===== src/design/circle_pair_contact_top_defines.svh =====
// Assertion macros shared by the circle pair contact design.
// Each macro expects clk and arst_n to be visible at the point of use.
`ifndef CIRCLE_PAIR_CONTACT_TOP_DEFINES_SVH
`define CIRCLE_PAIR_CONTACT_TOP_DEFINES_SVH

// Same-cycle implication, checked only out of reset.
`define CCP_ASSERT_NOW(label, ante, cons, msg) \
	label: assert property (@(posedge clk) disable iff (!arst_n) (ante) |-> (cons)) \
		else $error(msg);

// Next-cycle implication, checked only out of reset.
`define CCP_ASSERT_NEXT(label, ante, cons, msg) \
	label: assert property (@(posedge clk) disable iff (!arst_n) (ante) |=> (cons)) \
		else $error(msg);

`endif


===== src/design/ccp_pkg.sv =====
// Shared types and constants for the circle pair contact pipeline.
// No dependencies.
package ccp_pkg;

	localparam int SQ_STEPS  = 32;
	localparam int NORM_BITS = 14;
	localparam int Q_W       = NORM_BITS + 1;
	localparam int DIV_W     = 48;
	localparam int REM_W     = 36;

	localparam logic [Q_W-1:0]   NORM_ONE = Q_W'(1 << NORM_BITS);
	localparam logic signed [15:0] NORM_MAX = 16'sd16384;

	// Per-item context carried down the whole chain
	typedef struct packed {
		logic [15:0]        tag_a;
		logic [15:0]        tag_b;
		logic signed [31:0] ax;
		logic signed [31:0] ay;
		logic signed [31:0] bx;
		logic signed [31:0] by;
		logic [30:0]        ra;
		logic [30:0]        rb;
		logic [31:0]        rs;
		logic               hit;
		logic               sx;
		logic               sy;
		logic [31:0]        mx;
		logic [31:0]        my;
	} ctx_t;

	// Square root cell payload
	typedef struct packed {
		ctx_t             ctx;
		logic [63:0]      rad;
		logic [REM_W-1:0] rem;
		logic [31:0]      root;
	} sq_t;

	// Divider cell payload
	typedef struct packed {
		ctx_t             ctx;
		logic [31:0]      dlen;
		logic [DIV_W-1:0] rem_x;
		logic [DIV_W-1:0] rem_y;
		logic [Q_W-1:0]   q_x;
		logic [Q_W-1:0]   q_y;
	} dv_t;

	// Finished result
	typedef struct packed {
		logic               hit;
		logic [15:0]        tag_a;
		logic [15:0]        tag_b;
		logic signed [15:0] nx;
		logic signed [15:0] ny;
		logic signed [31:0] sx;
		logic signed [31:0] sy;
		logic signed [31:0] ex;
		logic signed [31:0] ey;
		logic [31:0]        depth;
	} res_t;

endpackage


===== src/design/ccp_sqrt_cell.sv =====
// One root bit of the digit-by-digit square root.
// Depends on ccp_pkg.
module ccp_sqrt_cell import ccp_pkg::*; (
	input  logic clk,
	input  logic arst_n,
	input  logic en,
	input  logic v_i,
	input  sq_t  i,
	output logic v_o,
	output sq_t  o
);

	logic v_q;
	sq_t  d_q;
	sq_t  nxt;
	logic [REM_W-1:0] r2;
	logic [REM_W-1:0] trial;
	logic ge;

	// Bring down two radicand bits and try the next root bit
	always_comb begin
		r2 = {i.rem[REM_W-3:0], i.rad[63:62]};
		trial = {{(REM_W-34){1'b0}}, i.root, 2'b01};
		ge = r2 >= trial;
		nxt.ctx = i.ctx;
		nxt.rad = {i.rad[61:0], 2'b00};
		nxt.rem = ge ? (r2 - trial) : r2;
		nxt.root = {i.root[30:0], ge};
	end

	always_ff @(posedge clk or negedge arst_n) begin
		if (!arst_n) begin
			v_q <= 1'b0;
		end else if (en) begin
			v_q <= v_i;
		end
	end

	always_ff @(posedge clk) begin
		if (en) begin
			d_q <= nxt;
		end
	end

	assign v_o = v_q;
	assign o = d_q;

endmodule


===== config.mk =====
export PLATFORM = sky130hd
export DESIGN_NAME = ccp_sqrt_cell
export DESIGN_NICKNAME = d
export VERILOG_FILES = /design/src/design/circle_pair_contact_top_defines.svh /design/src/design/ccp_pkg.sv /design/src/design/ccp_sqrt_cell.sv
export SDC_FILE = /design/constraint.sdc
export NUM_CORES = 1
export LEC_CHECK = 0
export BUFFER_PORTS_ARGS = -buffer_cell sky130_fd_sc_hd__buf_4
export CORE_AREA = 2 2 356 358
export DETAILED_ROUTE_END_ITERATION = 16
export DIE_AREA = 0 0 358 360
export GPL_TIMING_DRIVEN = 0
export PLACE_DENSITY = 0.3
export SLEW_MARGIN = 20
export SYNTH_ARGS = -nofsm -noshare
export SYNTH_HDL_FRONTEND = slang
export SYNTH_SLANG_ARGS = --single-unit

===== constraint.sdc =====
create_clock -name clk -period 1.85 [get_ports clk]
set_clock_uncertainty 0.15 [all_clocks]
set_input_delay 0.2775 -clock clk [delete_from_list [all_inputs] [get_ports clk]]
set_output_delay 0.2775 -clock clk [all_outputs]
set_load 0.03 [all_outputs]

==> reports/results.tsv <==
metric	value	unit
status	finished with violations	
violated checks	negative hold slack, negative setup slack	
sw power	8950	µW
Rel. slew slack	62.2	%
clock network fraction of total power	37.4	%
Final Hold Fails	59	
Most used DFF post-synth	edfxtp_1	
DR pass1 iterations	5	
core area	125000	µm²
Syn Inst Count	850	
Leak	0.0133	µW
DPL Wire Length	64.7	mm
per-cell routed wire length	20.9	µm
CP max FO	5	
final layout net count	2803	
routed wire length	83.9	mm
Starting DRT DRC Count	708	
post-route ant nets	0	
P_int	22400	µW
CP endpoint kind	register	
Least-Margin Pin Slew	0.568	ns
Peak Freq	431	MHz
minimum clock period after layout	2.32	ns
setup TNS	-14.98	ns
Comb pwr share	22.4	%
Synth warnings	0	
max cap viols	0	
Num CTS Buffers	60	
first-pass GRT wire length	111	mm
area of the multi-input gates	3020	µm²
clk buf depth	3	
clk_lat worst skew	0.67	ns
Yosys reg bits	452	
detail-routed via count per cell	3.38	
Hold/Removal Path Class	in -> reg	
sequential area share after synthesis	83.7	%
WS Path Type	in -> reg	
Sequential cell area	13600	µm²
# IOs	911	
CTS tree	done	
Max VDD drop	0.695	mV
die area	129000	µm²
total gr overflow	0	
Setup crit start kind	input pin	
Data arrival, critical path	2.56	ns
Starting Density	13.0	%
Synth Cell Area	16200	µm²
RSZ-0062 raised after global routing	yes	
Post-synth EDFFs	451	
largest net degree at the start of global routing	98	
Fillers	13100	
Sw Ratio	28.6	%
initial antenna violation count	31	
die width	358	µm
fin crit share	125	%
final hold slack	-0.0370	ns
clk slew on worst S/H paths	0.06	ns
Setup Viol. Count Final	37	
pre-CTS WS	-1.61	ns
commonest cells after routing, fill and taps aside	928 x buf_4, 453 x dlygate4sd3_1, 451 x edfxtp_1, 64 x clkbuf_16, 30 x a21oi_2	
# clock sinks	452	
Synth async-reset ratio	0.221	%
Die H	360	µm
I/O Buffers	906	
final worst slack	-0.470	ns
gp weighted congestion	0.821	
Worst Path Required	2.09	ns
layout cell share with drive strength beyond 1	49.9	%
DRC Markers	0	
root buffer selected by CTS	clkbuf_16	
Final Max Slew Viols	0	
register share of total power	40.2	%
syn avg cell area	19.1	µm²
Synth cell types	61	
vias	13600	
GRT Total Usage	12.1	%
most common cell after layout, fill and taps aside	buf_4	
Max H-tree Level	2	
vias in the first global route	14200	
Layout Area Growth over Synthesis	104	%
FP Rows	130	
pwr dens	950	nW/µm²
-- final timing paths --
kind | slack, ns | to | start | cells past startpoint
setup / recovery | -0.47 | o[51] | i[20] | 12
hold / removal | -0.04 | o[72] | en | 1
setup reg to reg | 0.93 | v_o | v_o | 1
hold reg to reg | 0.40 | v_o | v_o | 1
max in group asynchronous | 1.08 | v_o | arst_n | 3
min in group asynchronous | 0.35 | v_o | arst_n | 3
-- power by group through the flow --
stage,Combinational (µW),Sequential (µW),Clock [µW]
after global routing,7370,12700,12700
after floorplan,969,14600,0
after CTS,6970,12600,12400
after global placement,5850,12900,0
final,7020,12600,11700
after detailed placement,5870,12800,0
-- repair_timing --
item,CTS,global route
hold buffers,450,3
setup endpoints to repair,40,102
gates cloned,2,3
pin swaps,23,20
endpoints found under the hold margin,511,62
resized for setup,81,61
buffers inserted,21,19
-- synthesized netlist by cell type, types with 7 or more instances --
library cell	instances	share of area (%)
nor2_1	35	0.81
nand4_1	10	0.39
nand3_1	10	0.31
nor2b_1	7	0.27
mux2_2	7	0.49
o21ai_0	23	0.71
a21oi_1	47	1.5
clkbuf_1	8	0.19
ha_1	34	2.6
inv_1	40	0.93
nand2_1	31	0.72
xnor2_1	18	0.97
nor3_1	9	0.28
buf_2	8	0.25
edfxtp_1	451	84
a21oi_2	12	0.65
xor2_1	15	0.81
-- cells by family after synthesis --
group           count (synthesis)  share of synthesized area [%]
simple gates                  124                           3.87
other cells                     1                         0.0231
fa+ha+maj                      34                           2.63
compound gates                128                           5.23
flops                         452                           83.7
buf+inv                        65                           1.84
xor+xnor                       33                           1.78
mux                            13                          0.903
-- layer usage --
layer	wire (µm)	global-route usage, %	vias to the layer above
met2	43300	22.0	520
li1	-	-	6230
met3	7030	4.47	114
met5	158	0	-
met1	31000	13.0	6718
met4	2390	3.72	24
-- per-stage QoR --
step	util, %	power, µW	instances	cell area (µm²)
after CTS	26.0	31900	3982	32500
after global placement	20.3	18700	3407	25400
after detailed placement	20.5	18700	3412	25600
after global routing	26.4	32700	4015	33000
final	26.4	31300	4022	33000
after floorplan	-	15500	851	16500
-- state kept, by name (all words and copies together) (netlist names) --
signal / cells
o: 451
v_o: 1
-- worst max-delay path: stages --
cell and delay, ns:
buf_8 0.08, inv_4 0.03, ha_4 0.30, nand4_4 0.14
nor4_4 0.35, and3_1 0.20, a21bo_4 0.24, and2_4 0.15
a21oi_4 0.20, buf_6 0.14, buf_12 0.14, mux2_4 0.31
-- layout make-up --
type | count | share of cell area, %
Inverter | 40 | 0.561
Clock inverter | 31 | 1.13
Timing Repair Buffer | 1408 | 36.3
Clock buffer | 74 | 4.77
Tap cell | 1650 | 6.26
Sequential cell | 452 | 41.1
Multi-Input combinational cell | 334 | 9.16
Antenna cell | 17 | 0.129
Buffer | 16 | 0.539
Note: power is estimated with default switching activity, not from simulation.
