[config.mk]
export PLATFORM = sky130hd
export DESIGN_NAME = ccp_div_cell
export DESIGN_NICKNAME = d
export VERILOG_FILES = /design/src/design/circle_pair_contact_top_defines.svh /design/src/design/ccp_pkg.sv /design/src/design/ccp_div_cell.sv
export SDC_FILE = /design/constraint.sdc
export NUM_CORES = 1
export LEC_CHECK = 0
export BUFFER_PORTS_ARGS = -buffer_cell sky130_fd_sc_hd__buf_2
export CAP_MARGIN = 20
export CELL_PAD_IN_SITES_DETAIL_PLACEMENT = 1
export CELL_PAD_IN_SITES_GLOBAL_PLACEMENT = 2
export CORE_AREA = 5 5 370 372
export CTS_CLUSTER_DIAMETER = 120
export DETAILED_ROUTE_END_ITERATION = 10
export DIE_AREA = 0 0 375 377
export GPL_TIMING_DRIVEN = 0
export PLACE_DENSITY_LB_ADDON = 0.1
export SKIP_CTS_REPAIR_TIMING = 1
export SLEW_MARGIN = 20
export SYNTH_ARGS = -nofsm -noshare
export SYNTH_HDL_FRONTEND = slang
export SYNTH_SLANG_ARGS = --single-unit
[constraint.sdc]
create_clock -name clk -period 0.8 [get_ports clk]
set_input_delay 0.16 -clock clk [delete_from_list [all_inputs] [get_ports clk]]
set_output_delay 0.16 -clock clk [all_outputs]
set_load 0.02 [all_outputs]
[src/design/circle_pair_contact_top_defines.svh]
// Assertion macros shared by the circle pair contact design.
// Each macro expects clk and arst_n to be visible at the point of use.
`ifndef CIRCLE_PAIR_CONTACT_TOP_DEFINES_SVH
`define CIRCLE_PAIR_CONTACT_TOP_DEFINES_SVH

// Same-cycle implication, checked only out of reset.
`define CCP_ASSERT_NOW(label, ante, cons, msg) \
	label: assert property (@(posedge clk) disable iff (!arst_n) (ante) |-> (cons)) \
		else $error(msg);

// Next-cycle implication, checked only out of reset.
`define CCP_ASSERT_NEXT(label, ante, cons, msg) \
	label: assert property (@(posedge clk) disable iff (!arst_n) (ante) |=> (cons)) \
		else $error(msg);

`endif

[src/design/ccp_pkg.sv]
// Shared types and constants for the circle pair contact pipeline.
// No dependencies.
package ccp_pkg;

	localparam int SQ_STEPS  = 32;
	localparam int NORM_BITS = 14;
	localparam int Q_W       = NORM_BITS + 1;
	localparam int DIV_W     = 48;
	localparam int REM_W     = 36;

	localparam logic [Q_W-1:0]   NORM_ONE = Q_W'(1 << NORM_BITS);
	localparam logic signed [15:0] NORM_MAX = 16'sd16384;

	// Per-item context carried down the whole chain
	typedef struct packed {
		logic [15:0]        tag_a;
		logic [15:0]        tag_b;
		logic signed [31:0] ax;
		logic signed [31:0] ay;
		logic signed [31:0] bx;
		logic signed [31:0] by;
		logic [30:0]        ra;
		logic [30:0]        rb;
		logic [31:0]        rs;
		logic               hit;
		logic               sx;
		logic               sy;
		logic [31:0]        mx;
		logic [31:0]        my;
	} ctx_t;

	// Square root cell payload
	typedef struct packed {
		ctx_t             ctx;
		logic [63:0]      rad;
		logic [REM_W-1:0] rem;
		logic [31:0]      root;
	} sq_t;

	// Divider cell payload
	typedef struct packed {
		ctx_t             ctx;
		logic [31:0]      dlen;
		logic [DIV_W-1:0] rem_x;
		logic [DIV_W-1:0] rem_y;
		logic [Q_W-1:0]   q_x;
		logic [Q_W-1:0]   q_y;
	} dv_t;

	// Finished result
	typedef struct packed {
		logic               hit;
		logic [15:0]        tag_a;
		logic [15:0]        tag_b;
		logic signed [15:0] nx;
		logic signed [15:0] ny;
		logic signed [31:0] sx;
		logic signed [31:0] sy;
		logic signed [31:0] ex;
		logic signed [31:0] ey;
		logic [31:0]        depth;
	} res_t;

endpackage

[src/design/ccp_div_cell.sv]
// One quotient bit of both normal components, restoring division.
// Depends on ccp_pkg.
module ccp_div_cell import ccp_pkg::*; #(
	parameter int BIT = 0
) (
	input  logic clk,
	input  logic arst_n,
	input  logic en,
	input  logic v_i,
	input  dv_t  i,
	output logic v_o,
	output dv_t  o
);

	logic v_q;
	dv_t  d_q;
	dv_t  nxt;
	logic [DIV_W-1:0] d_sh;
	logic ge_x, ge_y;

	// Subtract the shifted divisor where it fits
	always_comb begin
		d_sh = DIV_W'({i.dlen, 1'b0}) << BIT;
		ge_x = i.rem_x >= d_sh;
		ge_y = i.rem_y >= d_sh;
		nxt = i;
		nxt.rem_x = ge_x ? (i.rem_x - d_sh) : i.rem_x;
		nxt.rem_y = ge_y ? (i.rem_y - d_sh) : i.rem_y;
		nxt.q_x[BIT] = ge_x;
		nxt.q_y[BIT] = ge_y;
	end

	always_ff @(posedge clk or negedge arst_n) begin
		if (!arst_n) begin
			v_q <= 1'b0;
		end else if (en) begin
			v_q <= v_i;
		end
	end

	always_ff @(posedge clk) begin
		if (en) begin
			d_q <= nxt;
		end
	end

	assign v_o = v_q;
	assign o = d_q;

endmodule

==> flow_summary.yaml <==
layout:
  final_area_um2: 38100
  drive_above_1_share_pct: 48.4
  area_growth_pct: 93.2
  nets: 3420
  fillCellCount: 14557
synth:
  syn-num-nets: 1823
  synth_fa_ha_area_share_pct: 4.26
  ys_seq_area_share_pct: 73.1
  syn_area_um2: 19700
  synthXorXnorAreaFrac_pct: 3.77
  synth-edff-count: 479
  synth-seq-cells: 480
  yosysUniqueCellTypes: 86
  synth_mux_area_share_pct: 0.679
  synth-compound-area-share_pct: 9.28
  synthSimpleGateAreaFrac_pct: 7.07
  synth_top_family_by_area: "compound AO/OA/AOI/OAI gates"
  synthFlopType: "edfxtp_1"
  synth.area.top_cells: "edfxtp_1 (73%), ha_1 (4.1%), a21oi_1 (2.3%)"
  async_flop_share_pct: 0.208
  syn_area_per_cell_um2: 15.5
  ys_warn_count: 0
  synthCells: 1274
  synth_top_area_share_pct: 72.9
  synth_top_cell_by_area: "edfxtp_1"
place:
  numPortBuffers: 960
  place_area_um2: 27300
  dpl_worst_slack_ns: -3.04
  gp_congestion: 0.849
  dp_hpwl_um: 113000
critical_path:
  r2r-end: "v_o$_DFFE_PN0P_"
  critPathCapture: "o[65]$_DFFE_PP_"
  worstSetupStartpointType: "input port"
  crit_arrival_ns: 2.83
  cp-startpoint: "i[127]"
  worstPathRequired_ns: 1.19
  reg2reg_depth: 1
  critPathCaptureType: "register"
  critPathMaxFanout: 3
  r2r_start: "v_o$_DFFE_PN0P_"
  r2r_slack_ns: -0.01
  path_class: "in2reg"
clock_tree:
  cts-htree-levels: 3
  clk_path_buf_depth: 3
  path_clk_slew_ns: 0.06
  cts_buffers: 69
  root_buffer: "clkbuf_16"
  clock_sinks: 480
  clk_latency_ns: 0.64
  cts_tree: "built"
global_routing:
  grt_max_degree: 99
  overflow: 0
  antenna_found_initial: 109
  grt.total_usage_pct: 17.8
  grt_pass1_wl_um: 167000
  grt_pass1_vias: 16376
routing:
  postRouteAntennaNets: 0
  route.detailed.drc: 0
  wl_per_cell_um: 30.0
  highest_layer: "met5"
  met1Wirelength_um: 58100
  post_drt_via_cell_ratio: 3.88
  route.met2.wl_um: 65900
  dr.first_iter.drc_count: 963
  dr.pass1.iters: 5
  drt_wl_total_um: 142000
  wl_met3_um: 13900
  dr_total_vias: 18349
run:
  maxCapViolations: 0
die:
  dieArea_um2: 141000
  core-area_um2: 133000
  die_h_um: 377
  rows: 134
  io-pin-count: 963
  die_w_um: 375
  start_util_pct: 14.8
pwr:
  power.density_nw_per_um2: 2150
  power.total_w: 0.0821
  max-vdd-ir-drop_uv: 1380
  p_leak_nw: 15.2
timing:
  fin_skew_ns: 0
  finalCritPeriodShare_pct: 305
  fin_hold_ws_ns: -0.0217
  setup_viol: 1056
  finalWorstSetupSlack_ns: -1.64
  hold_viol: 3
  rsz0062_at_grt: "yes"
  worstMarginPinSlew_ns: 0.716
  drv_slew: 0
  min_period_ns: 2.44
  slew-limit-headroom_pct: 52.1
  max_freq_mhz: 410
hold_path:
  holdCritPathClass: "in2reg"
outcome:
  status: "finished, violations left"
  violations: "negative hold slack, negative setup slack"
## synth_stat cells, types with 4 or more instances
master	instances
edfxtp_1	479
a21oi_1	92
nand2_1	86
nor2_1	70
ha_1	64
inv_1	52
o21ai_0	51
xnor2_1	49
xor2_1	36
a21o_1	30
nand4_1	19
nor3_1	18
nand3_1	15
buf_2	12
a211oi_1	11
mux2_2	11
o21bai_1	11
clkbuf_1	10
nor4_1	10
o211ai_1	9
and3_1	8
o21a_1	7
nand2b_1	6
o21ai_1	6
a31oi_1	5
buf_4	5
nand3b_1	5
o21ai_2	5
a211oi_2	4
nand4b_1	4
nor2b_1	4
or3_1	4
## per-stage QoR
stage / std cells / utilization (%) / setup TNS (ns)
6_report: 4724 / 28.7 / -801.10
5_1_grt: 4711 / 28.6 / -860.88
4_1_cts: 4131 / 22.3 / -648.01
3_5_place_dp: 4007 / 20.5 / -732.15
3_3_place_gp: 4002 / 20.4 / -4445.82
2_1_floorplan: 1274 / - / -142.38
## critical path, cell delays in order
cell        delay (ns)
buf_8             0.08
clkinvlp_4        0.14
buf_12            0.17
fa_2              0.34
a21o_1            0.21
a311oi_2          0.30
o21ai_2           0.17
o2111ai_4         0.33
a21oi_4           0.13
or3_4             0.43
nor4_4            0.27
xor2_1            0.10
## kinds of logic after synthesis
| family | count (synthesis) |
|---|---|
| adders and majority gates | 66 |
| and+or+nand+nor | 274 |
| buffers and inverters | 83 |
| DFF | 480 |
| AOI/OAI and AO/OA | 274 |
| xor gates and xnor gates | 85 |
| muxes | 12 |
## cells in the final DEF, fill, tap and decap left out, types with 11 or more instances in the layout
cell,n
xnor2_1,48
diode_2,32
o21ai_0,15
inv_1,23
dlygate4sd3_1,480
nor2_1,61
nand2_1,74
xor2_1,35
clkinv_1,13
a21oi_1,63
nand3_1,13
o21bai_1,11
buf_12,23
clkbuf_1,15
buf_6,239
ha_1,26
a21oi_2,25
edfxtp_1,479
buf_2,728
o21ai_2,21
clkbuf_16,84
nand4_1,19
buf_4,58
ha_2,14
clkinvlp_4,16
o21ai_1,22
a21o_1,30
ha_4,24
## power breakdown
| part | internal, W | switching (W) |
|---|---|---|
| sequential | 0.0304 | 0.000900 |
| clock | 0.0192 | 0.0129 |
| combinational | 0.00789 | 0.0107 |
## worst min path at each step
stage / to / cells after the start / slack (ns) / from
2_1_floorplan: v_o$_DFFE_PN0P_ / 0 / -0.14 / arst_n
3_3_place_gp: v_o$_DFFE_PN0P_ / 1 / -0.06 / arst_n
3_5_place_dp: v_o$_DFFE_PN0P_ / 1 / -0.06 / arst_n
4_1_cts: v_o$_DFFE_PN0P_ / 1 / -0.79 / arst_n
5_1_grt: o[112]$_DFFE_PP_ / 3 / -0.06 / i[111]
6_report: o[112]$_DFFE_PP_ / 3 / -0.02 / i[111]
## metal layers
metal / track usage (%) / vias to the layer above
met5: 0 / -
met1: 21.0 / 9219
met3: 9.58 / 190
li1: - / 8144
met4: 2.75 / 50
met2: 29.2 / 746
## area by class of cell
type	count	area (um^2)	share of cell area, %
Clock buffer	83	1780	4.67
Multi-Input combinational cell	711	6140	16.1
Inverter	53	293	0.768
Tap cell	1768	2210	5.81
Sequential cell	480	14400	37.8
Clock inverter	41	527	1.38
Buffer	28	362	0.949
Antenna cell	32	80.1	0.210
Timing Repair Buffer	1528	12300	32.3
## state kept, by name (all words and copies together), names as in the netlist
name and flops:
v_o 1, o 479
Note: power is estimated with default switching activity, not from simulation.
